## src/hw/rtl/u8ngh_pkg.sv

```systemverilog
// shared types, constants and the fnv-1a step for the utf-8 n-gram hasher
// no dependencies
package u8ngh_pkg;

  // longest n-gram in codepoints, also the number of open start slots
  localparam int MAX_NGRAM = 6;
  // codepoint completions that one input word can cause
  localparam int NEVT = 3;
  localparam int EVT_W = $clog2(NEVT + 1);
  localparam int SLOT_W = (MAX_NGRAM > 1) ? $clog2(MAX_NGRAM) : 1;
  localparam int CPS_W = $clog2(MAX_NGRAM + 2);
  // sort positions by start codepoint, relative to the first event
  localparam int NSTART = MAX_NGRAM + NEVT - 1;
  localparam int SIDX_W = $clog2(NSTART + 1);
  // two-entry queue between front and back
  localparam int QDEPTH = 2;
  localparam int QPTR_W = (QDEPTH > 1) ? $clog2(QDEPTH) : 1;
  localparam int QCNT_W = $clog2(QDEPTH + 1);
  // remainder unit, one quotient bit per cycle
  localparam int DIV_STEPS = 32;
  localparam int DIV_CNT_W = $clog2(DIV_STEPS);

  localparam logic [31:0] FNV_BASIS = 32'd2166136261;
  localparam logic [31:0] FNV_PRIME = 32'd16777619;
  localparam logic [7:0] BOW_BYTE = 8'h3C;
  localparam logic [7:0] EOW_BYTE = 8'h3E;

  typedef enum logic [1:0] {
    REG_MIN_LEN = 2'd0,
    REG_MAX_LEN = 2'd1,
    REG_BUCKETS = 2'd2,
    REG_OFFSET  = 2'd3
  } reg_idx_t;

  typedef struct packed {
    logic [7:0] word_byte;
    logic       word_end;
  } in_t;

  typedef struct packed {
    logic [31:0] ngram_id;
    logic [2:0]  ngram_length;
    logic        run_last;
    logic        word_last;
  } out_t;

  typedef struct packed {
    logic [2:0]  min_len;
    logic [2:0]  max_len;
    logic [30:0] buckets;
    logic [30:0] offset;
  } cfg_t;

  // all completions of one input word: slot hashes and release masks
  typedef struct packed {
    logic [NEVT-1:0][MAX_NGRAM-1:0][31:0] hash;
    logic [NEVT-1:0][MAX_NGRAM-1:0]       mask;
    logic                                 word_end;
  } bundle_t;

  // one fnv-1a step, byte sign-extended before the xor
  function automatic logic [31:0] fnv_step(input logic [31:0] h, input logic [7:0] b);
    logic [31:0] t;
    t = h ^ {{24{b[7]}}, b};
    return t * FNV_PRIME;
  endfunction

endpackage

```

## src/hw/rtl/u8ngh_queue.sv

```systemverilog
// two-entry queue of completion bundles between front and back
// depends on u8ngh_pkg
module u8ngh_queue (
  input  logic               clk,
  input  logic               rst_n,
  input  logic               push,
  input  u8ngh_pkg::bundle_t wr_data,
  output logic               full,
  input  logic               pop,
  output u8ngh_pkg::bundle_t rd_data,
  output logic               empty
);
  import u8ngh_pkg::*;

  bundle_t             mem_r [QDEPTH];
  logic [QPTR_W-1:0]   wr_ptr_r, wr_ptr_nxt;
  logic [QPTR_W-1:0]   rd_ptr_r, rd_ptr_nxt;
  logic [QCNT_W-1:0]   cnt_r, cnt_nxt;
  logic                do_push, do_pop;

  assign full    = (cnt_r == QCNT_W'(QDEPTH));
  assign empty   = (cnt_r == '0);
  assign do_push = push && !full;
  assign do_pop  = pop && !empty;
  assign rd_data = mem_r[rd_ptr_r];

  // pointer and count update
  always_comb begin
    wr_ptr_nxt = wr_ptr_r;
    rd_ptr_nxt = rd_ptr_r;
    cnt_nxt    = cnt_r;
    if (do_push) begin
      wr_ptr_nxt = (wr_ptr_r == QPTR_W'(QDEPTH - 1)) ? '0 : wr_ptr_r + 1'b1;
    end
    if (do_pop) begin
      rd_ptr_nxt = (rd_ptr_r == QPTR_W'(QDEPTH - 1)) ? '0 : rd_ptr_r + 1'b1;
    end
    if (do_push && !do_pop) begin
      cnt_nxt = cnt_r + 1'b1;
    end else if (do_pop && !do_push) begin
      cnt_nxt = cnt_r - 1'b1;
    end
  end

  always_ff @(posedge clk) begin
    if (!rst_n) begin
      wr_ptr_r <= '0;
      rd_ptr_r <= '0;
      cnt_r    <= '0;
    end else begin
      wr_ptr_r <= wr_ptr_nxt;
      rd_ptr_r <= rd_ptr_nxt;
      cnt_r    <= cnt_nxt;
    end
  end

  // entry storage
  always_ff @(posedge clk) begin
    if (do_push) begin
      mem_r[wr_ptr_r] <= wr_data;
    end
  end

endmodule

```

## config.mk

```make
export PLATFORM = sky130hd
export DESIGN_NAME = u8ngh_queue
export DESIGN_NICKNAME = d
export VERILOG_FILES = /design/src/hw/rtl/u8ngh_pkg.sv /design/src/hw/rtl/u8ngh_queue.sv
export SDC_FILE = /design/constraint.sdc
export NUM_CORES = 1
export LEC_CHECK = 0
export BUFFER_PORTS_ARGS = -buffer_cell sky130_fd_sc_hd__buf_2
export CAP_MARGIN = 20
export CORE_AREA = 2 2 459 461
export CTS_CLUSTER_SIZE = 28
export DETAILED_ROUTE_END_ITERATION = 10
export DIE_AREA = 0 0 461 463
export GPL_TIMING_DRIVEN = 0
export MAX_ROUTING_LAYER = met4
export PLACE_DENSITY = 0.43
export SLEW_MARGIN = 20
export SYNTH_ARGS = -nofsm -noshare
export SYNTH_HDL_FRONTEND = slang
export SYNTH_SLANG_ARGS = --single-unit
```

## constraint.sdc

```tcl
create_clock -name clk -period 24 [get_ports clk]
set_input_delay 1.2 -clock clk [delete_from_list [all_inputs] [get_ports clk]]
set_output_delay 1.2 -clock clk [all_outputs]
set_load 0.05 [all_outputs]
```

# Word level (Yosys, flattened, before mapping)
# Memories as Yosys holds them, arrays and structs flattened. A register that Yosys moved wholly into a read port is not among the register bits.
# Cells that the tools add are included.
# classes
n_reduce_logical	10
eq_ne	1
n_mux	8
n_addsub	4
# op_table
cell	count
$mux W1	6
$logic_and A1 B1 Y1	4
$logic_not A1 Y1	4
$mux W2	2
$add A1 B1 Y1 const B	2
$add A2 B1 Y2 const B	1
$eq A2 B2 Y1 const B	1
$logic_not A2 Y1	1
$reduce_bool A2 Y1	1
$sub A2 B1 Y2 const B	1
# word_totals
mem_count	1
output_inout_bits	597
regBits	4
ram_bits	1190
elab_cells	27
# mem_list
name	words	word_bits	read_ports	rd_ports_with_merged_regs	write_ports	line_no	rtl
mem_r	2	595	1	1	1	u8ngh_queue.sv:15	bundle_t mem_r [QDEPTH];

# Depth between registers and ports, before layout
# depth
depth_word	7
ltp_mapped	7
mapped_depth_nobuf	7

# Least setup slack after synthesis
# Ideal clock, no wire load.
# synth_path
path_type	input port to flip-flop
start	in push
end	reg wr_ptr_r
arrival_time_ps	25419
path_slack_ps	-1582
path_buffers	0
path_stages	3
path_cell_list	inv_1 nor3_2 o21a_1
# synth_between
elab_chain_cells	1
# synth_rtl
element	line_no	rtl
from (decl)	u8ngh_queue.sv:6	input logic push,
$logic_and A1 B1 Y1	u8ngh_queue.sv:23	assign do_push = push && !full;
to (signal assigned)	u8ngh_queue.sv:51	wr_ptr_r <= wr_ptr_nxt;
to (decl)	u8ngh_queue.sv:16	logic [QPTR_W-1:0] wr_ptr_r, wr_ptr_nxt;
# No other way between the ends.
# A chain may end at the register's enable or synchronous reset.

# Final worst setup path
# layout_path
start	reg cnt_r[0]
end	mem mem_r[0][420] (netlist name), enable pin
# layout_between
elab_chain_cells	5
# layout_rtl
element	line_no	rtl
from (decl)	u8ngh_queue.sv:18	logic [QCNT_W-1:0] cnt_r, cnt_nxt;
from (signal assigned)	u8ngh_queue.sv:53	cnt_r <= cnt_nxt;
$eq A2 B2 Y1	u8ngh_queue.sv:21	assign full = (cnt_r == QCNT_W'(QDEPTH));
$logic_not A1 Y1	u8ngh_queue.sv:23	
$logic_and A1 B1 Y1	u8ngh_queue.sv:23	
$mux W1	u8ngh_queue.sv:59	if (do_push) begin
$mux W1 (not written as such)	u8ngh_queue.sv:60	mem_r[wr_ptr_r] <= wr_data;
to (decl)	u8ngh_queue.sv:15	
# No other way between the ends.

==> out/metrics.csv <==
metric,value,unit
Tcrit/Tclk final,0.157,
Lkg Pwr,23.3,nW
Final Hold Vio Count,0,
Initial DRT Pass Iterations,5,
root buffer cell,clkbuf_16,
r2r setup slk,20.23,ns
critical path's top delay family,buffers and inverters,
Die Y,463,um
Crit Path Class,reg2reg,
routability cong.,0.788,
Worst path slowest cell,dfxtp_1,
Final min period,3.77,ns
Reg2Reg Launch Point,cnt_r[0]$_SDFFE_PN0P_,
clock buffer depth,3,
vias in the first global route,25000,
Synthesis Warnings,0,
status,"complete, no violations",
fin area,61400,um^2
Final HPWL DP,119000,um
area fraction of the dominant cell type after synthesis,0.777,
CP Max Fanout,14,
num rows,168,
"Seq/Total Area, Yosys",0.780,
# Post-CTS Setup Buffers,0,
Post-synth ARST share,0,
Post-CTS Hold Buffers,0,
Power Density,128,nW/um^2
critical path capture point type,register,
antenna violations before repair,96,
critical path's most frequent cell,buf_8,
WP buf/inv,14,
drt via density,3.75,
cell count after synthesis,1876,
largest cells by area after synthesis,"edfxtp_1 (78%), mux2_4 (18%), buf_12 (2.4%)",
Worst Tran Pin Value,0.524,ns
CTS Sinks,1195,
worst r2r path cells,16,
Mapped Nets,2476,
Sw Share,0.387,
Cell variety after synth,22,
antenna-violating nets left,0,
crit path from,cnt_r[0]$_SDFFE_PN0P_,
routed length per instance,24.3,um
Skew-Pair Late Insertion Delay,0.79,ns
Post-DP Area,56700,um^2
via count,23500,
residual overflow from global routing,0,
post-cts resize count,0,
DRC,0,
worst endpoint required time,24.47,ns
first-pass GRT wire length,205000,um
H-tree depth,4,
Comb power frac,0.393,
chip width,461,um
reg2reg end,mem_r[0][420]$_DFFE_PP_,
Final nets,3889,
Max Slew Vio Count,0,
total die area,213000,um^2
Max Cap Viol,0,
sequential share of power,0.340,
final wirelength,152000,um
Achievable Freq,265,MHz
RSZ-0062 raised after global routing,no,
Clock Pin Slew Worst Setup and Hold Paths,0.06,ns
VDD IR max,0.0744,mV
CP Data Arrival Time,4.24,ns
share of cells above drive strength 1,0.624,
Setup crit end,mem_r[0][420]$_DFFE_PP_,
Top Ports,1196,
endpoints failing setup,0,
Hold WC Path Type,reg2reg,
max incr delay on CP,0.42,ns
synthesized area per cell,24.5,um^2
relative max-transition margin,0.653,
area grow syn2layout,33.6,%
GRT Resource Usage Total,0.143,
Clock power frac,0.266,
crit path launch type,register,
Synth area leader,edfxtp_1,
DR iter-0 viols,1122,
mapped cell area,46000,um^2
setup TNS,0,ns
CTS Buf Count,146,
Hold Slack,0.535,ns
ys flop type,edfxtp_1,
number of synthesized flops with an enable pin,1190,
Int Power,4.81,mW
worst clock skew,0.0376,ns
area of the core,209000,um^2
PortBufs,1195,
largest net degree at the start of global routing,47,
Psw,3.04,mW
worst-path cell chain,nand2b_1 -> inv_1 -> nor3_4 -> buf_8 -> buf_8 -> buf_8 -> buf_16 -> buf_16 -> buf_8 -> buf_16 -> buf_8 -> buf_8 -> buf_8 -> buf_8 -> buf_8 -> buf_8,
CTS tree,done,
#FFs+latches synth,1195,
initial core utilization,0.220,
CP Depth,16,
==> cell usage after synthesis (2+ instances only) <==
cell type	instances
buf_4	4
mux2_4	550
nor2_1	2
buf_12	55
buf_8	6
mux2_2	45
xnor2_1	2
edfxtp_1	1190
a21boi_0	2
and2_1	3
inv_1	2
dfxtp_1	5
==> registers in the layout, indices dropped and copies added, names as in the netlist, named ones only <==
register  count
wr_ptr_r      1
cnt_r         2
rd_ptr_r      1
mem_r      1190
==> final cells by class <==
| class | instances | area (um^2) |
|---|---|---|
| Fill cell | 20900 | 147000 |
| Sequential cell | 1195 | 35800 |
| Multi-Input combinational cell | 613 | 8900 |
| Timing Repair Buffer | 1265 | 7250 |
| Clock buffer | 186 | 3890 |
| Tap cell | 2805 | 3510 |
| Buffer | 66 | 1230 |
| Clock inverter | 74 | 642 |
| Antenna cell | 60 | 150 |
| Inverter | 2 | 7.51 |
==> cell usage in the layout (no fill, tap or decap), types with 32 or more instances in the layout <==
cell type,netlist,routed
buf_8,6,47
buf_12,55,59
clkinv_1,0,32
diode_2,0,60
mux2_2,45,45
clkbuf_1,0,35
edfxtp_1,1190,1190
clkbuf_16,0,149
mux2_4,550,550
buf_2,0,1195
==> worst min-delay path by stage <==
stage / slack [ns] / startpoint / depth (start not counted) / to
2_1_floorplan: 0.49 / cnt_r[1]$_SDFFE_PN0P_ / 2 / cnt_r[1]$_SDFFE_PN0P_
5_1_grt: 0.52 / wr_data[451] / 1 / mem_r[0][451]$_DFFE_PP_
3_3_place_gp: 0.51 / cnt_r[1]$_SDFFE_PN0P_ / 2 / cnt_r[1]$_SDFFE_PN0P_
4_1_cts: 0.49 / wr_data[432] / 1 / mem_r[1][432]$_DFFE_PP_
6_report: 0.54 / cnt_r[1]$_SDFFE_PN0P_ / 2 / cnt_r[1]$_SDFFE_PN0P_
3_5_place_dp: 0.53 / cnt_r[1]$_SDFFE_PN0P_ / 2 / cnt_r[1]$_SDFFE_PN0P_
==> routing by layer <==
layer	GRT usage	share of wire	up-vias	wire [um]
li1	-	-	10500	-
met1	0.141	0.36	11800	54100
met2	0.245	0.50	993	76700
met3	0.0778	0.12	216	18700
met4	0.0324	0.019	0	2870
met5	-	0	-	0
==> worst min-delay path, cell delays in order, from the launching register on <==
cell and delay [ns]:
dfxtp_1 0.34, o21ai_0 0.08, a21boi_0 0.07
==> kinds of logic after synthesis <==
group	count (synthesis)	share of synthesized area
flops	1195	0.780
compound gates	5	0.000707
xor+xnor	3	0.000572
fa+ha+maj	1	0.000272
buf+inv	68	0.0270
mux	595	0.191
simple gates	9	0.00120
==> per-stage QoR <==
stage / total power [mW] / utilization / cells / setup WS (ns)
2_1_floorplan: 5.13 / - / 1876 / 8.09
3_3_place_gp: 6.09 / 0.266 / 5876 / -3.18
3_5_place_dp: 5.88 / 0.272 / 5946 / 19.43
4_1_cts: 8.02 / 0.294 / 6206 / 20.02
5_1_grt: 8.17 / 0.294 / 6259 / 19.95
6_report: 7.85 / 0.295 / 6266 / 20.23
==> power by group through the flow <==
| stage | combinational, mW | clock (mW) | sequential (mW) |
|---|---|---|---|
| final | 3.08 | 2.09 | 2.67 |
| after detailed placement | 3.16 | 0 | 2.72 |
| after global routing | 3.22 | 2.25 | 2.70 |
| after CTS | 3.17 | 2.17 | 2.67 |
| after floorplan | 2.24 | 0 | 2.88 |
| after global placement | 3.05 | 0 | 3.04 |
Power figures use the tool's default switching activity.
