**src/hw/rtl/u8ngh_pkg.sv**
```systemverilog
// shared types, constants and the fnv-1a step for the utf-8 n-gram hasher
// no dependencies
package u8ngh_pkg;

  // longest n-gram in codepoints, also the number of open start slots
  localparam int MAX_NGRAM = 6;
  // codepoint completions that one input word can cause
  localparam int NEVT = 3;
  localparam int EVT_W = $clog2(NEVT + 1);
  localparam int SLOT_W = (MAX_NGRAM > 1) ? $clog2(MAX_NGRAM) : 1;
  localparam int CPS_W = $clog2(MAX_NGRAM + 2);
  // sort positions by start codepoint, relative to the first event
  localparam int NSTART = MAX_NGRAM + NEVT - 1;
  localparam int SIDX_W = $clog2(NSTART + 1);
  // two-entry queue between front and back
  localparam int QDEPTH = 2;
  localparam int QPTR_W = (QDEPTH > 1) ? $clog2(QDEPTH) : 1;
  localparam int QCNT_W = $clog2(QDEPTH + 1);
  // remainder unit, one quotient bit per cycle
  localparam int DIV_STEPS = 32;
  localparam int DIV_CNT_W = $clog2(DIV_STEPS);

  localparam logic [31:0] FNV_BASIS = 32'd2166136261;
  localparam logic [31:0] FNV_PRIME = 32'd16777619;
  localparam logic [7:0] BOW_BYTE = 8'h3C;
  localparam logic [7:0] EOW_BYTE = 8'h3E;

  typedef enum logic [1:0] {
    REG_MIN_LEN = 2'd0,
    REG_MAX_LEN = 2'd1,
    REG_BUCKETS = 2'd2,
    REG_OFFSET  = 2'd3
  } reg_idx_t;

  typedef struct packed {
    logic [7:0] word_byte;
    logic       word_end;
  } in_t;

  typedef struct packed {
    logic [31:0] ngram_id;
    logic [2:0]  ngram_length;
    logic        run_last;
    logic        word_last;
  } out_t;

  typedef struct packed {
    logic [2:0]  min_len;
    logic [2:0]  max_len;
    logic [30:0] buckets;
    logic [30:0] offset;
  } cfg_t;

  // all completions of one input word: slot hashes and release masks
  typedef struct packed {
    logic [NEVT-1:0][MAX_NGRAM-1:0][31:0] hash;
    logic [NEVT-1:0][MAX_NGRAM-1:0]       mask;
    logic                                 word_end;
  } bundle_t;

  // one fnv-1a step, byte sign-extended before the xor
  function automatic logic [31:0] fnv_step(input logic [31:0] h, input logic [7:0] b);
    logic [31:0] t;
    t = h ^ {{24{b[7]}}, b};
    return t * FNV_PRIME;
  endfunction

endpackage

```
**src/hw/rtl/u8ngh_front.sv**
```systemverilog
// front: takes word bytes, runs the fnv slots and captures each completion
// depends on u8ngh_pkg
module u8ngh_front (
  input  logic               clk,
  input  logic               rst_n,
  input  logic               in_push,
  output logic               in_full,
  input  u8ngh_pkg::in_t     in_data,
  input  u8ngh_pkg::cfg_t    cfg,
  output u8ngh_pkg::bundle_t bnd,
  output logic               bnd_push,
  input  logic               bnd_full
);
  import u8ngh_pkg::*;

  typedef enum logic [5:0] {
    F_IDLE = 6'b000001,
    F_BOW  = 6'b000010,
    F_BYTE = 6'b000100,
    F_END1 = 6'b001000,
    F_END2 = 6'b010000,
    F_PUSH = 6'b100000
  } fstate_t;

  fstate_t              state_r, state_nxt;
  logic [7:0]           byte_r, byte_nxt;
  logic                 end_r, end_nxt;
  logic                 in_word_r, in_word_nxt;
  logic [MAX_NGRAM-1:0] valid_r, valid_nxt;
  logic [CPS_W-1:0]     cps_r, cps_nxt;
  logic [EVT_W-1:0]     evt_r, evt_nxt;
  logic [31:0]          hash_r [MAX_NGRAM];
  logic [31:0]          hash_nxt [MAX_NGRAM];
  logic [31:0]          src [MAX_NGRAM];
  logic [31:0]          hres [MAX_NGRAM];
  bundle_t              bnd_r, bnd_nxt;
  logic [7:0]           cur_b;
  logic                 do_begin, do_hash;
  logic [MAX_NGRAM-1:0] rel_mid, rel_fin;
  logic [2:0]           lo_eff, hi_eff;
  logic [CPS_W-1:0]     cps_inc;

  assign in_full = (state_r != F_IDLE);
  assign bnd     = bnd_r;
  assign cps_inc = (cps_r == CPS_W'(MAX_NGRAM + 1)) ? cps_r : cps_r + 1'b1;

  // release masks: slot i holds an n-gram of i+1 codepoints
  always_comb begin
    lo_eff = (cfg.min_len == 3'd0) ? 3'd1 : cfg.min_len;
    hi_eff = (cfg.max_len > 3'(MAX_NGRAM)) ? 3'(MAX_NGRAM) : cfg.max_len;
    for (int i = 0; i < MAX_NGRAM; i++) begin
      rel_mid[i] = valid_r[i] && (3'(i + 1) >= lo_eff) && (3'(i + 1) <= hi_eff);
      rel_fin[i] = rel_mid[i] && (cps_r != CPS_W'(i + 1));
    end
  end

  // sequencer: one codepoint event per cycle, holding in F_PUSH while the queue is full
  always_comb begin
    state_nxt   = state_r;
    byte_nxt    = byte_r;
    end_nxt     = end_r;
    in_word_nxt = in_word_r;
    valid_nxt   = valid_r;
    cps_nxt     = cps_r;
    evt_nxt     = evt_r;
    bnd_nxt     = bnd_r;
    bnd_push    = 1'b0;
    do_begin    = 1'b0;
    do_hash     = 1'b0;
    cur_b       = byte_r;
    case (state_r)
      F_IDLE: begin
        if (in_push) begin
          byte_nxt         = in_data.word_byte;
          end_nxt          = in_data.word_end;
          evt_nxt          = '0;
          bnd_nxt.mask     = '0;
          bnd_nxt.word_end = in_data.word_end;
          state_nxt        = in_word_r ? F_BYTE : F_BOW;
        end
      end
      F_BOW: begin
        cur_b       = BOW_BYTE;
        do_begin    = 1'b1;
        do_hash     = 1'b1;
        valid_nxt   = MAX_NGRAM'(1);
        cps_nxt     = CPS_W'(1);
        in_word_nxt = 1'b1;
        state_nxt   = F_BYTE;
      end
      F_BYTE: begin
        do_hash = 1'b1;
        if (byte_r[7:6] != 2'b10) begin
          for (int i = 0; i < MAX_NGRAM; i++) begin
            bnd_nxt.hash[evt_r][i] = hash_r[i];
          end
          bnd_nxt.mask[evt_r] = rel_mid;
          evt_nxt   = evt_r + 1'b1;
          do_begin  = 1'b1;
          valid_nxt = MAX_NGRAM'(valid_r << 1) | MAX_NGRAM'(1);
          cps_nxt   = cps_inc;
        end
        state_nxt = end_r ? F_END1 : F_PUSH;
      end
      F_END1: begin
        for (int i = 0; i < MAX_NGRAM; i++) begin
          bnd_nxt.hash[evt_r][i] = hash_r[i];
        end
        bnd_nxt.mask[evt_r] = rel_mid;
        evt_nxt   = evt_r + 1'b1;
        cur_b     = EOW_BYTE;
        do_begin  = 1'b1;
        do_hash   = 1'b1;
        valid_nxt = MAX_NGRAM'(valid_r << 1) | MAX_NGRAM'(1);
        cps_nxt   = cps_inc;
        state_nxt = F_END2;
      end
      F_END2: begin
        // closing '>' completes; the whole wrapped word is dropped
        for (int i = 0; i < MAX_NGRAM; i++) begin
          bnd_nxt.hash[evt_r][i] = hash_r[i];
        end
        bnd_nxt.mask[evt_r] = rel_fin;
        valid_nxt   = '0;
        cps_nxt     = '0;
        in_word_nxt = 1'b0;
        state_nxt   = F_PUSH;
      end
      F_PUSH: begin
        if (bnd_r.mask == '0) begin
          state_nxt = F_IDLE;
        end else if (!bnd_full) begin
          bnd_push  = 1'b1;
          state_nxt = F_IDLE;
        end
      end
      default: begin
        state_nxt = F_IDLE;
      end
    endcase
  end

  // hash lanes, one per slot; a new codepoint shifts the slots up
  always_comb begin
    src[0] = do_begin ? FNV_BASIS : hash_r[0];
    for (int i = 1; i < MAX_NGRAM; i++) begin
      src[i] = do_begin ? hash_r[i-1] : hash_r[i];
    end
    for (int i = 0; i < MAX_NGRAM; i++) begin
      hres[i]     = fnv_step(src[i], cur_b);
      hash_nxt[i] = do_hash ? hres[i] : hash_r[i];
    end
  end

  always_ff @(posedge clk) begin
    if (!rst_n) begin
      state_r   <= F_IDLE;
      in_word_r <= 1'b0;
      valid_r   <= '0;
      cps_r     <= '0;
      evt_r     <= '0;
    end else begin
      state_r   <= state_nxt;
      in_word_r <= in_word_nxt;
      valid_r   <= valid_nxt;
      cps_r     <= cps_nxt;
      evt_r     <= evt_nxt;
    end
  end

  // payload
  always_ff @(posedge clk) begin
    byte_r <= byte_nxt;
    end_r  <= end_nxt;
    bnd_r  <= bnd_nxt;
    for (int i = 0; i < MAX_NGRAM; i++) begin
      hash_r[i] <= hash_nxt[i];
    end
  end

endmodule

```
**config.mk**
```make
export PLATFORM = sky130hd
export DESIGN_NAME = u8ngh_front
export DESIGN_NICKNAME = d
export VERILOG_FILES = /design/src/hw/rtl/u8ngh_pkg.sv /design/src/hw/rtl/u8ngh_front.sv
export SDC_FILE = /design/constraint.sdc
export NUM_CORES = 2
export LEC_CHECK = 0
export BUFFER_PORTS_ARGS = -buffer_cell sky130_fd_sc_hd__buf_2
export CAP_MARGIN = 5
export CORE_UTILIZATION = 45
export CTS_BUF_LIST = sky130_fd_sc_hd__clkbuf_8 sky130_fd_sc_hd__clkbuf_16
export DETAILED_ROUTE_END_ITERATION = 10
export PLACE_DENSITY_LB_ADDON = 0.05
export REMOVE_ABC_BUFFERS = 1
export SYNTH_ARGS = -nofsm -noshare
export SYNTH_HDL_FRONTEND = slang
export SYNTH_SLANG_ARGS = --single-unit
```
**constraint.sdc**
```tcl
create_clock -name clk -period 9.3 [get_ports clk]
set_input_delay 0.465 -clock clk [delete_from_list [all_inputs] [get_ports clk]]
set_output_delay 0.465 -clock clk [all_outputs]
set_load 0.02 [all_outputs]
```
# Yosys cells after proc, flatten, opt, wreduce, memory -nomap -nowiden
# Memory sizes are Yosys's and may differ from the RTL's.
# Index checks and enable logic that the tools add are counted.
[classes] add_sub_neg=2 mul=6 div_mod_pow=0 n_lt_le_gt_ge=15 eq_ne=18 n_shift=0 muxes=62 bitwise_logic=6 n_reduce_logical=35
[ops] op="$bwmux W576" n=6
[ops] op="$demux W192 S2" n=6
[ops] op="$pmux W576 S2" n=1
[ops] op="$mux W594" n=1
[ops] op="$mux W32" n=13
[ops] op="$mul A32 B25 Y32 const B" n=6
[ops] op="$mux W192" n=1
[ops] op="$xor A32 B32 Y32" n=6
[ops] op="$mux W160" n=1
[ops] op="$mux W128" n=1
[ops] op="$mux W96" n=1
[ops] op="$pmux W18 S4" n=1
[ops] op="$mux W64" n=1
[ops] op="$bwmux W18" n=2
[ops] op="$mux W6" n=6
[ops] op="$pmux W6 S6" n=1
[ops] op="$pmux W6 S4" n=1
[ops] op="$logic_and A1 B1 Y1" n=19
[ops] op="$mux W19" n=1
[ops] op="$logic_not A18 Y1" n=1
[ops] op="$pmux W8 S2" n=1
[ops] op="$mux W3" n=5
[ops] op="$demux W6 S2" n=1
[ops] op="$ne A3 B3 Y1 const B" n=4
[ops] op="35 further kinds" n=57
[word_totals] register_bits=621 latchBits=0 ramBits=192 mem_bits_ro=0 input_bits=81 out_inout_bits=597 word_cells=173 memories=1
[memory_table] memory="hash_r" words=6 word_bits=32 read_ports=6 rd_ports_with_merged_regs=0 wr=6 line="u8ngh_front.sv:32" text="logic [31:0] hash_r [MAX_NGRAM];"

# Logic depth before layout (Yosys ltp)
[logic_depth] word_depth=12 mapped_depth=33 mapped_depth_nobuf=28

# Worst setup path after synthesis
# OpenSTA, ideal clock, no wires.
[synth_timing] kind="register to register" from="register byte_r[6]" to="memory hash_r[1][30] (data pin)" t_arrival_ns=6.900 required_time_ns=9.037 slack_ns=2.137 stages_incl_launch_ff=31 n_path_buf=6 path_cell_list="edfxtp_1 -> buf_2 -> nand2b_1 -> and4b_1 -> buf_4 -> nor2_8 -> buf_6 -> buf_6 -> buf_4 -> buf_2 -> mux2i_1 -> xnor2_1 -> ha_1 -> ha_1 -> fa_1 -> ha_1 -> fa_1 -> ha_1 -> inv_1 -> fa_1 -> inv_1 -> ha_1 -> a21o_1 -> a21o_1 -> a221o_1 -> a31o_1 -> a211oi_2 -> o211ai_1 -> a31o_2 -> o41ai_2 -> xnor2_1"
[synth_lines] element="start: declaration" line="u8ngh_front.sv:26" text="logic [7:0] byte_r, byte_nxt;"
[synth_lines] element="start signal: assignment" line="u8ngh_front.sv:173" text="byte_r <= byte_nxt;"
[synth_lines] element="end: declaration" line="u8ngh_front.sv:32"

==> metrics.txt <==
outcome=finished clean; drt pass-1 iters=5; filler cell count=12,600; row count=137; met1 wire length=between 80,000 and 90,000 um; layout cells sized above 1=0.139; crit path from=state_r[5]; vias in the first global route=40,700; Die X=378 um; Via-to-Cell Ratio=5.06; Synth async-reset ratio=0; Die Ht=378 um; Most used DFF post-synth=edfxtp_1; Setup-failing EPs final=0; post-route minimum period=8380 ps; Finished Core Util=0.517; Slew Limit Fails=0; skew final=~38 ps; Arrival @ worst endpoint=8920 ps; Clk pin slew, worst setup/hold paths=60 ps; worst slew pin tran=1020 ps; EDFF count, synth=795; clk buf depth=3; synthesized area per cell=11.8 sq um; Setup CP Type=reg2reg; RSZ-0062 raised after global routing=false; element type at the critical path end=flop; All-Layer GR Usage=0.240; Startpoint Class=flop; Initial Util=0.455; TritonCTS sink count=around 800; # port buffers=615; core region area=140,000 sq um; Antenna Nets Post-Route=0; synthesized area=63,600 sq um; Starting DRT DRC Count=2,199; Ports=678; Final Hold Fails=0; Fmax=119 MHz; Max Used Layer=met5; Residual DRC=0; setup tns final=0 ps; RePlAce Congestion=0.891; critical-path maximum fanout=23; FF+latch count, synth=813; Layout area overhead=13.7%; Worst EP required=approximately 10000 ps; Layout Nets=7,627; Final Non-Filler Cells=8,014; Max-slew headroom=0.317; most frequent cells in the layout=1,091 x inv_1, 1,042 x ha_1, 795 x edfxtp_1; worst hold path startpoint=in_push; Root Buffer Master=clkbuf_16; DR WL/cell=21.3 um; first-pass GRT wire length=about 260,000 um; cell count after placement=7,832; CTS H-tree lvls=3; initial antenna violation count=9; HPWL Detailed=136,000 um; Mapped Cells=5,380; CTS tree=built; clk_lat worst skew=720 ps; CTS buffer count=92; GRT overflow=0; met2 routed WL=~80,000 um; worst r2r src=state_r[5]; Hold Path Class=in2reg; post-synth cell types=82; fraction of the yosys area taken by sequential cells=0.381; fin crit share=0.901; Yosys warning count=0; Die Footprint=143,000 sq um; Total Wirelength=171,000 um; max cap viols=0; WHS=just under 80 ps; Met3 Routed Length=8730 um; via count=40,600; commonest non-fill, non-tap cell in the layout=inv_1; pin count of the biggest net entering global routing=144
sequential cells by signal (all words and copies together) (netlist names):
signal	flops
cps_r	3
in_word_r	1
state_r	6
byte_r	8
evt_r	2
valid_r	6
hash_r	192
bnd	595
worst max-delay path: stages (launching register included):
cell and delay (ps):
dfxtp_1 350, nor4_2 520, o21a_2 620, nor2_8 260, and2_0 380, a221oi_1 800
ha_1 380, ha_1 340, fa_1 460, ha_1 230, fa_1 430, ha_1 280
inv_1 50, fa_1 470, inv_1 40, ha_1 350, a21o_1 190, a21o_1 190
a21o_1 200, a221o_1 450, a211oi_1 550, nor4_1 180, o211a_1 260, nor3_1 190
routing by layer:
metal  global-route usage  vias to the layer above
met5                    0                        -
li1                     -                    19500
met3               0.0378                      156
met1                0.342                    20000
met4               0.0442                        4
met2                0.390                      909
cells in the mapped netlist (14+ instances only):
cell type	number	area [sq um]
buf_2	19	95.1
a221oi_1	14	123
fa_1	444	8890
clkbuf_1	49	184
edfxtp_1	795	23900
xnor2_1	278	2430
o21ai_0	89	445
o21a_1	34	255
nor3_1	45	225
a21o_1	74	556
mux2i_1	134	1340
o21bai_1	21	158
and2_1	135	845
xor2_1	200	1750
and3_1	16	100
nand3_1	22	110
buf_1	15	56.3
a211oi_1	18	135
ha_1	1042	13000
nand2b_1	16	100
nand2_1	143	537
nor2_1	250	938
a21oi_1	168	841
nor2b_1	21	131
o22ai_1	29	181
inv_1	1079	4050
dfxtp_1	18	360
kinds of logic after synthesis:
logic type,after synthesis,synth area share
and+or+nand+nor,710,0.0541
muxes,144,0.0233
adders and majority gates,1486,0.345
xor gates and xnor gates,481,0.0667
buffers and inverters,1169,0.0699
AOI/OAI and AO/OA,577,0.0600
DFF,813,0.381
worst paths after layout:
| path | to | slack [ps] | cells past startpoint |
|---|---|---|---|
| setup / recovery | hash_r[3][31] | 920 | 23 |
| hold / removal | state_r[0] | 80 | 2 |
| setup reg to reg | hash_r[3][31] | 920 | 23 |
| hold reg to reg | state_r[1] | 480 | 1 |
through the flow:
stage / instance area, sq um / setup slack, ps
global placement: 69100 / 1060
detailed placement: 69100 / 1040
CTS: 72300 / 1000
floorplan: 63200 / -2780
finish: 72300 / 919
global route: 72300 / 601
cell type report:
type | count | area [sq um] | share of cell area
timing repair buffer | 676 | 3620 | 0.0501
tap | 1876 | 2350 | 0.0325
clock inverter | 75 | 759 | 0.0105
clock buffer | 93 | 2330 | 0.0322
sequential | 813 | 24200 | 0.335
antenna | 4 | 10.0 | 0.000138
inverter | 1079 | 4050 | 0.0560
multi-input combinational | 3398 | 34900 | 0.483
repair_timing:
| action | 4_1_cts | 5_1_grt |
|---|---|---|
| resized for setup | 0 | 0 |
| setup buffers | 0 | 0 |
| endpoints found under the setup margin | 0 | 0 |
| endpoints found under the hold margin | 15 | 0 |
| hold buffers | 10 | 0 |
Power is not shown: default switching activity piles up to over one toggle a cycle in this logic, so the estimate is an artifact.
