$ cat src/hw/rtl/u8ngh_pkg.sv
// shared types, constants and the fnv-1a step for the utf-8 n-gram hasher
// no dependencies
package u8ngh_pkg;

  // longest n-gram in codepoints, also the number of open start slots
  localparam int MAX_NGRAM = 6;
  // codepoint completions that one input word can cause
  localparam int NEVT = 3;
  localparam int EVT_W = $clog2(NEVT + 1);
  localparam int SLOT_W = (MAX_NGRAM > 1) ? $clog2(MAX_NGRAM) : 1;
  localparam int CPS_W = $clog2(MAX_NGRAM + 2);
  // sort positions by start codepoint, relative to the first event
  localparam int NSTART = MAX_NGRAM + NEVT - 1;
  localparam int SIDX_W = $clog2(NSTART + 1);
  // two-entry queue between front and back
  localparam int QDEPTH = 2;
  localparam int QPTR_W = (QDEPTH > 1) ? $clog2(QDEPTH) : 1;
  localparam int QCNT_W = $clog2(QDEPTH + 1);
  // remainder unit, one quotient bit per cycle
  localparam int DIV_STEPS = 32;
  localparam int DIV_CNT_W = $clog2(DIV_STEPS);

  localparam logic [31:0] FNV_BASIS = 32'd2166136261;
  localparam logic [31:0] FNV_PRIME = 32'd16777619;
  localparam logic [7:0] BOW_BYTE = 8'h3C;
  localparam logic [7:0] EOW_BYTE = 8'h3E;

  typedef enum logic [1:0] {
    REG_MIN_LEN = 2'd0,
    REG_MAX_LEN = 2'd1,
    REG_BUCKETS = 2'd2,
    REG_OFFSET  = 2'd3
  } reg_idx_t;

  typedef struct packed {
    logic [7:0] word_byte;
    logic       word_end;
  } in_t;

  typedef struct packed {
    logic [31:0] ngram_id;
    logic [2:0]  ngram_length;
    logic        run_last;
    logic        word_last;
  } out_t;

  typedef struct packed {
    logic [2:0]  min_len;
    logic [2:0]  max_len;
    logic [30:0] buckets;
    logic [30:0] offset;
  } cfg_t;

  // all completions of one input word: slot hashes and release masks
  typedef struct packed {
    logic [NEVT-1:0][MAX_NGRAM-1:0][31:0] hash;
    logic [NEVT-1:0][MAX_NGRAM-1:0]       mask;
    logic                                 word_end;
  } bundle_t;

  // one fnv-1a step, byte sign-extended before the xor
  function automatic logic [31:0] fnv_step(input logic [31:0] h, input logic [7:0] b);
    logic [31:0] t;
    t = h ^ {{24{b[7]}}, b};
    return t * FNV_PRIME;
  endfunction

endpackage

$ cat src/hw/rtl/u8ngh_mod.sv
// remainder unit: 32-bit hash modulo a 31-bit bucket count, one bit per cycle
// depends on u8ngh_pkg
module u8ngh_mod (
  input  logic        clk,
  input  logic        rst_n,
  input  logic        start,
  input  logic [31:0] dividend,
  input  logic [30:0] divisor,
  output logic        done,
  output logic [31:0] rem
);
  import u8ngh_pkg::*;

  logic                 busy_r, busy_nxt;
  logic                 done_r, done_nxt;
  logic [DIV_CNT_W-1:0] cnt_r, cnt_nxt;
  logic [31:0]          q_r, q_nxt;
  logic [31:0]          rem_r, rem_nxt;
  logic [30:0]          div_r, div_nxt;
  logic [31:0]          sh;

  assign done = done_r;
  assign rem  = rem_r;

  // restoring step; a zero divisor leaves the hash itself
  always_comb begin
    busy_nxt = busy_r;
    done_nxt = 1'b0;
    cnt_nxt  = cnt_r;
    q_nxt    = q_r;
    rem_nxt  = rem_r;
    div_nxt  = div_r;
    sh       = {rem_r[30:0], q_r[31]};
    if (start && !busy_r) begin
      busy_nxt = 1'b1;
      cnt_nxt  = '0;
      q_nxt    = dividend;
      rem_nxt  = '0;
      div_nxt  = divisor;
    end else if (busy_r) begin
      rem_nxt = (sh >= {1'b0, div_r}) ? sh - {1'b0, div_r} : sh;
      q_nxt   = q_r << 1;
      cnt_nxt = cnt_r + 1'b1;
      if (cnt_r == DIV_CNT_W'(DIV_STEPS - 1)) begin
        busy_nxt = 1'b0;
        done_nxt = 1'b1;
      end
    end
  end

  always_ff @(posedge clk) begin
    if (!rst_n) begin
      busy_r <= 1'b0;
      done_r <= 1'b0;
      cnt_r  <= '0;
    end else begin
      busy_r <= busy_nxt;
      done_r <= done_nxt;
      cnt_r  <= cnt_nxt;
    end
  end

  always_ff @(posedge clk) begin
    q_r   <= q_nxt;
    rem_r <= rem_nxt;
    div_r <= div_nxt;
  end

endmodule

$ cat src/hw/rtl/u8ngh_back.sv
// back: walks a bundle in start then length order, reduces and emits ids
// depends on u8ngh_pkg and u8ngh_mod
module u8ngh_back (
  input  logic               clk,
  input  logic               rst_n,
  input  u8ngh_pkg::bundle_t q_data,
  input  logic               q_empty,
  output logic               q_pop,
  input  u8ngh_pkg::cfg_t    cfg,
  output logic               out_empty,
  input  logic               out_pop,
  output u8ngh_pkg::out_t    out_data
);
  import u8ngh_pkg::*;

  typedef enum logic [3:0] {
    B_IDLE = 4'b0001,
    B_SCAN = 4'b0010,
    B_DIV  = 4'b0100,
    B_OUT  = 4'b1000
  } bstate_t;

  bstate_t              state_r, state_nxt;
  bundle_t              cur_r, cur_nxt;
  logic [SIDX_W-1:0]    sidx_r, sidx_nxt;
  logic [EVT_W-1:0]     evt_r, evt_nxt;
  logic [EVT_W-1:0]     sel_evt_r, sel_evt_nxt;
  logic [SLOT_W-1:0]    sel_slot_r, sel_slot_nxt;
  logic [2:0]           len_r, len_nxt;
  logic                 out_valid_r, out_valid_nxt;
  out_t                 out_r, out_nxt;
  logic                 mod_start, mod_done;
  logic [31:0]          mod_rem;
  logic [31:0]          mod_in;
  int                   ii;
  logic                 hit;
  logic [SLOT_W-1:0]    slot;
  bundle_t              left;

  assign out_empty = !out_valid_r;
  assign out_data  = out_r;

  // position being examined: start index then event, slot = event + MAX_NGRAM - 1 - start
  always_comb begin
    ii   = int'(evt_r) + MAX_NGRAM - 1 - int'(sidx_r);
    slot = SLOT_W'(ii);
    hit  = (ii >= 0) && (ii < MAX_NGRAM) && cur_r.mask[evt_r][slot];
    mod_in = cur_r.hash[evt_r][slot];
  end

  // scan, reduce, present
  always_comb begin
    state_nxt     = state_r;
    cur_nxt       = cur_r;
    sidx_nxt      = sidx_r;
    evt_nxt       = evt_r;
    sel_evt_nxt   = sel_evt_r;
    sel_slot_nxt  = sel_slot_r;
    len_nxt       = len_r;
    out_valid_nxt = out_valid_r && !out_pop;
    out_nxt       = out_r;
    q_pop         = 1'b0;
    mod_start     = 1'b0;
    left          = cur_r;
    left.mask[sel_evt_r][sel_slot_r] = 1'b0;
    case (state_r)
      B_IDLE: begin
        if (!q_empty) begin
          q_pop     = 1'b1;
          cur_nxt   = q_data;
          sidx_nxt  = '0;
          evt_nxt   = '0;
          state_nxt = B_SCAN;
        end
      end
      B_SCAN: begin
        if (hit) begin
          mod_start    = 1'b1;
          sel_evt_nxt  = evt_r;
          sel_slot_nxt = slot;
          len_nxt      = 3'(ii + 1);
          state_nxt    = B_DIV;
        end else if (evt_r == EVT_W'(NEVT - 1)) begin
          evt_nxt  = '0;
          sidx_nxt = sidx_r + 1'b1;
        end else begin
          evt_nxt = evt_r + 1'b1;
        end
      end
      B_DIV: begin
        if (mod_done) begin
          state_nxt = B_OUT;
        end
      end
      B_OUT: begin
        if (!out_valid_r || out_pop) begin
          out_valid_nxt        = 1'b1;
          out_nxt.ngram_id     = {1'b0, cfg.offset} + mod_rem;
          out_nxt.ngram_length = len_r;
          out_nxt.run_last     = (left.mask == '0);
          out_nxt.word_last    = (left.mask == '0) && cur_r.word_end;
          cur_nxt              = left;
          state_nxt            = (left.mask == '0) ? B_IDLE : B_SCAN;
        end
      end
      default: begin
        state_nxt = B_IDLE;
      end
    endcase
  end

  u8ngh_mod u_mod (
    .clk      (clk),
    .rst_n    (rst_n),
    .start    (mod_start),
    .dividend (mod_in),
    .divisor  (cfg.buckets),
    .done     (mod_done),
    .rem      (mod_rem)
  );

  always_ff @(posedge clk) begin
    if (!rst_n) begin
      state_r     <= B_IDLE;
      out_valid_r <= 1'b0;
      sidx_r      <= '0;
      evt_r       <= '0;
    end else begin
      state_r     <= state_nxt;
      out_valid_r <= out_valid_nxt;
      sidx_r      <= sidx_nxt;
      evt_r       <= evt_nxt;
    end
  end

  always_ff @(posedge clk) begin
    cur_r      <= cur_nxt;
    sel_evt_r  <= sel_evt_nxt;
    sel_slot_r <= sel_slot_nxt;
    len_r      <= len_nxt;
    out_r      <= out_nxt;
  end

endmodule

$ cat config.mk
export PLATFORM = sky130hd
export DESIGN_NAME = u8ngh_back
export DESIGN_NICKNAME = d
export VERILOG_FILES = /design/src/hw/rtl/u8ngh_pkg.sv /design/src/hw/rtl/u8ngh_mod.sv /design/src/hw/rtl/u8ngh_back.sv
export SDC_FILE = /design/constraint.sdc
export NUM_CORES = 1
export LEC_CHECK = 0
export BUFFER_PORTS_ARGS = -buffer_cell sky130_fd_sc_hd__buf_4
export CORE_ASPECT_RATIO = 0.7
export CORE_UTILIZATION = 39
export CTS_CLUSTER_DIAMETER = 30
export DETAILED_ROUTE_END_ITERATION = 6
export GPL_TIMING_DRIVEN = 0
export PLACE_DENSITY = 0.67
export SETUP_SLACK_MARGIN = 0.3
export SLEW_MARGIN = 20
export SYNTH_ARGS = -nofsm -noshare
export SYNTH_HDL_FRONTEND = slang
export SYNTH_SLANG_ARGS = --single-unit
$ cat constraint.sdc
create_clock -name clk -period 93.9 [get_ports clk]
set_clock_uncertainty 0.05 [all_clocks]
set_input_delay 18.78 -clock clk [delete_from_list [all_inputs] [get_ports clk]]
set_output_delay 18.78 -clock clk [all_outputs]
set_load 0.02 [all_outputs]
# Yosys cells after proc, flatten, opt, wreduce, memory -nomap -nowiden
# Index checks and enable logic that the tools add are counted.
[word_totals] reg_bits=753 input_bits=667 word_cells=141
[classes] bitwise=6 n_lt_le_gt_ge=9 mux=42 n_addsub=9 n_eq_ne=12 n_reduce_logical=24
[op_table] op="595-bit case mux with 2 select lines" count=1
[op_table] op="595-bit 2-to-1 mux" count=1
[op_table] op="192-bit binary-select mux with 2-bit select" count=1
[op_table] op="192-bit 2-to-1 mux" count=1
[op_table] op="32-bit 2-to-1 mux" count=4
[op_table] op="32-bit binary-select mux with 3-bit select" count=1
[op_table] op="31-bit by 32-bit adder with 32-bit output" count=1
[op_table] op="32-bit by 31-bit >= comparator with 1-bit output" count=1
[op_table] op="32-bit by 31-bit subtractor with 32-bit output" count=1
[op_table] op="4-bit 2-to-1 mux" count=7
[op_table] op="19-bit 2-to-1 mux" count=1
[op_table] op="18-bit bitwise AND" count=1
[op_table] op="18-bit logical NOT" count=1
[op_table] op="18-bit NOT" count=1
[op_table] op="4-bit case mux with 4 select lines" count=1
[op_table] op="6-bit binary-select mux with 2-bit select" count=1
[op_table] op="6-bit demux with 2-bit select" count=1
[op_table] op="1-bit 2-to-1 mux" count=12
[op_table] op="6-bit 2-to-1 mux" count=2
[op_table] op="2-bit inequality test (second input constant)" count=5
[op_table] op="3-bit AND reduction" count=3
[op_table] op="3-bit by 4-bit < comparator with 1-bit output (second input constant)" count=2
[op_table] op="2-bit 2-to-1 mux" count=4
[op_table] op="4-bit case mux with 2 select lines" count=1
[op_table] op="31 further kinds" count=47

# Logic depth before layout (Yosys ltp)
[logic_depth] depth_word=12 mapped_depth=17

# Cells and area by module
# A second synthesis with hierarchy kept.
[unflattened] cells_unflattened=2651 hier_area_um2=36363.6
[by_module_without_submodules] mod="u8ngh_back" area_per_inst_um2=30695.7 n_inst=1 cells_each=2113
[by_module_without_submodules] mod="u8ngh_mod" area_per_inst_um2=5667.9 n_inst=1 cells_each=538

# Worst setup path after synthesis
# OpenSTA, ideal clock, no wires.
[synth_timing] path_kind="input -> register" from="input port q_empty" to="register cur_r[0] (netlist bit), enable pin" setup_ns=1.538 path_stages=1 required_time_ns=92.312 slack_ns=49.840 arrival_ns=42.472 path_cell_list="nor2_1"
[synth_between] elab_chain_cells=2
[synth_lines] item="start: declaration" line_no="u8ngh_back.sv:7" rtl="input logic q_empty,"
[synth_lines] item="1-bit NOT (no line)"
[synth_lines] item="3-bit AND reduction (no line)"
[synth_lines] item="end signal: assignment" line_no="u8ngh_back.sv:137" rtl="cur_r <= cur_nxt;"
[synth_lines] item="end: declaration" line_no="u8ngh_back.sv:24" rtl="bundle_t cur_r, cur_nxt;"
# Every way passes these cells.
# A chain may end at the register's enable or synchronous reset.

# Worst setup path in the final report
[layout_timing] from="input port q_empty" to="output port q_pop"
[layout_between] elab_chain_cells=2
[layout_lines] item="1-bit 2-to-1 mux" line_no="u8ngh_back.sv:68" rtl="if (!q_empty) begin"
[layout_lines] item="1-bit 2-to-1 mux" line_no="u8ngh_back.sv:66" rtl="case (state_r)"
[layout_lines] item="end: declaration" line_no="u8ngh_back.sv:8" rtl="output logic q_pop,"
# Every way passes these cells.

==> results.yml <==
placement:
  gp_congestion: 0.899
  post-dp-hpwl_mm: 93.3
  numPortBuffers: 699
  dp_cells: 4680
timing:
  period_needed_ns: 38.04
  max_slew.worst_pin.slew_ns: 1.14
  max_freq_mhz: 26.3
  setup_viol: 0
  slew_viol_final: 0
  setup_tns_ns: 0
  rsz0062_at_grt: "false"
  max-slew-margin-rel_pct: 23.9
  hold_viol: 0
  post-route-period-util_pct: 40.5
drt:
  post_drt_wl_per_cell_um: 24.5
  drc: 0
  viasPerCell: 5.26
  drt.antenna.violating_nets: 0
  totalWireLength_mm: 122
  route.vias.total: 26100
  drt_iter0_drc: 2416
  drt-pass1-iter-count: 5
critical_path:
  worstPathRequired_ns: 75.07
  ff2ff_setup_slack_ns: 87.97
  crit_path_start_kind: "primary input"
  r2r_start: "evt_r[0]$_SDFFE_PN0P_"
  crit_fanout: 5
  path_cells: "buf_4 -> nor2_1 -> buf_4"
  crit_path_top_delay_cell: "buf_4"
  max_stage_delay_ns: 0.17
  arrival_ns: 19.21
  crit_path_end_kind: "output port"
  worst_path_most_repeated_cell: "buf_4"
  worst-setup-path-type: "primary input to output port"
  critical-path-top-delay-family: "buffers and inverters"
  crit_path_start: "q_empty"
  path_buf_inv: 2
job:
  maxCapViolations: 0
layout:
  drive_gt1_share_pct: 31.5
  layout.nets: 4336
  layout_common_cells: "buf_4 (705), edfxtp_1 (703), nor2b_1 (593)"
  regArea_um2: 22100
  fin_cells: 4965
  multiInputGateArea_um2: 13300
  layout_commonest_cell: "buf_4"
  fillers: 7782
  area_delta_synth_final_pct: 34.1
clock_tree:
  worstSkewPairLatency_ns: 0.76
  htreeDepth: 4
  post_cts_resized: 0
  cts_tree: "built"
  clock-root-buffer: "clkbuf_16"
  post_cts_buffers: 0
  cts.sinks: 753
  cts_buffers: 144
  clk_path_buf_depth: 3
  cts.reportedPaths.clkPinSlew_ns: 0.05
  holdBufCountCts: 0
yosys:
  synth_seq_cells: 753
  avgSynthCellArea_um2: 13.3
  synth_cell_types: 79
  synth_edf_count: 703
  syn_area_um2: 36300
  synth_nets: 3464
  yosysWarningCount: 0
  synthArstFlopShare_pct: 0
  synthCells: 2719
  ys_seq_area_share_pct: 61.0
  synth_ff_type: "edfxtp_1"
grt:
  grt_pass1_wl_mm: 173
  grt_pass1_vias: 26200
  track_usage_pct: 25.5
  grt_max_degree: 41
  antenna_found_initial: 29
  grt_overflow: 0
die:
  rows: 93
  pin_count: 706
  core_um2: 92000
  die_area_um2: 94200
  fp.dieW_um: 366
  die_h_um: 257
  initial_core_util_pct: 39.4
min_path:
  hp-class: "flop to flop"
  hp-start: "len_r[1]$_DFFE_PP_"
power:
  p_leak_nw: 18.9
  power.density_nw_per_um2: 23.7
  peakVddDrop_mv: 0.0163
status:
  status: "finished, final reports clean"
-- metrics by stage --
step                instance area, um2  util [%]  hold slack [ns]  total power, W  setup WS (ns)
floorplan                        36300         -            0.350        0.000600          49.84
finish                           48600      52.8            0.383         0.00115          55.86
global route                     48600      52.8            0.399         0.00119          55.84
CTS                              48600      52.8            0.385         0.00116          55.85
detailed placement               43700      47.5            0.374        0.000638          55.85
global placement                 43100      46.8            0.356        0.000694          38.58
-- cells by family after synthesis --
family,after synthesis,share of synthesized area [%]
AOI/OAI and AO/OA,411,7.16
xor gates and xnor gates,58,1.42
adders and majority gates,78,2.75
buffers and inverters,220,2.44
DFF,753,61.0
muxes,198,10.0
and+or+nand+nor,1001,15.2
-- path summary, 6_finish.rpt --
check / depth (start not counted) / endpoint
setup / recovery: 3 / q_pop
hold / removal: 0 / out_data[3]$_DFFE_PP_
setup reg to reg: 15 / u_mod.q_r[29]$_DFFE_PP_
hold reg to reg: 0 / out_data[3]$_DFFE_PP_
-- layout make-up --
class                           instances  area share [%]
Sequential cell                       753            45.5
Inverter                               60           0.463
Timing Repair Buffer                  726            12.0
Antenna cell                           20           0.103
Clock inverter                        108            2.49
Clock buffer                          157            7.56
Tap cell                             1235            3.18
Multi-Input combinational cell       1746            27.3
Buffer                                160            1.38
-- report_power, final --
part | switching [W] | leakage (nW) | internal (W)
combinational | 0.000104 | 9.50 | 0.0000845
clock | 0.000190 | 2.36 | 0.000327
sequential | 0.0000158 | 7.00 | 0.000428
total | 0.000310 | 18.9 | 0.000840
-- registers in the layout, summed over array words and instances, names as in the netlist, 4 cells and up --
name / flops
cur_r: 595
out_data: 37
u_mod.q_r: 32
u_mod.rem: 32
u_mod.div_r: 31
u_mod.cnt_r: 5
sidx_r: 4
state_r: 4
-- worst reg2reg max path, cell delays in order, from the launching register on --
cell and delay [ns]:
dfxtp_1 0.40, inv_1 0.30, clkbuf_1 0.78, clkbuf_1 0.61, ha_1 0.36, inv_1 0.07, fa_1 0.53, mux4_2 0.30
a32oi_1 0.10, nor2_1 0.10, a21oi_1 0.06, or2_1 0.22, buf_2 0.17, nor3_4 0.48, buf_2 0.86, a21oi_1 0.21
-- synthesized netlist by cell type, drive strengths merged, types with 6 or more instances --
cell type | number | area share [%]
o21bai | 7 | 0.14
nand4 | 12 | 0.21
ha | 75 | 2.6
clkbuf | 112 | 1.2
nor2 | 97 | 1.0
buf | 48 | 0.66
dfxtp | 50 | 2.8
xor2 | 19 | 0.48
mux4 | 132 | 8.2
a32oi | 39 | 0.94
a31oi | 9 | 0.19
or3 | 6 | 0.10
nor3b | 7 | 0.14
and3 | 11 | 0.19
nor2b | 594 | 10
o211ai | 7 | 0.16
o32ai | 6 | 0.14
o21a | 22 | 0.46
nand3b | 7 | 0.14
nand3 | 14 | 0.19
mux2i | 60 | 1.7
a21o | 27 | 0.56
xnor2 | 39 | 0.94
mux2 | 6 | 0.19
nand2 | 213 | 2.2
edfxtp | 703 | 58
o21ai | 129 | 1.8
a21oi | 125 | 1.7
nor3 | 13 | 0.21
nand2b | 8 | 0.14
inv | 59 | 0.61
-- routing by layer --
layer | global-route usage (%) | share of wire, % | up-vias
met5 | 0 | 0.090 | -
met1 | 34.5 | 43 | 12900
met3 | 6.47 | 8.0 | 215
met4 | 9.96 | 3.0 | 18
li1 | - | - | 11800
met2 | 39.5 | 46 | 1132
No activity file was read; power rests on OpenSTA's default activity.
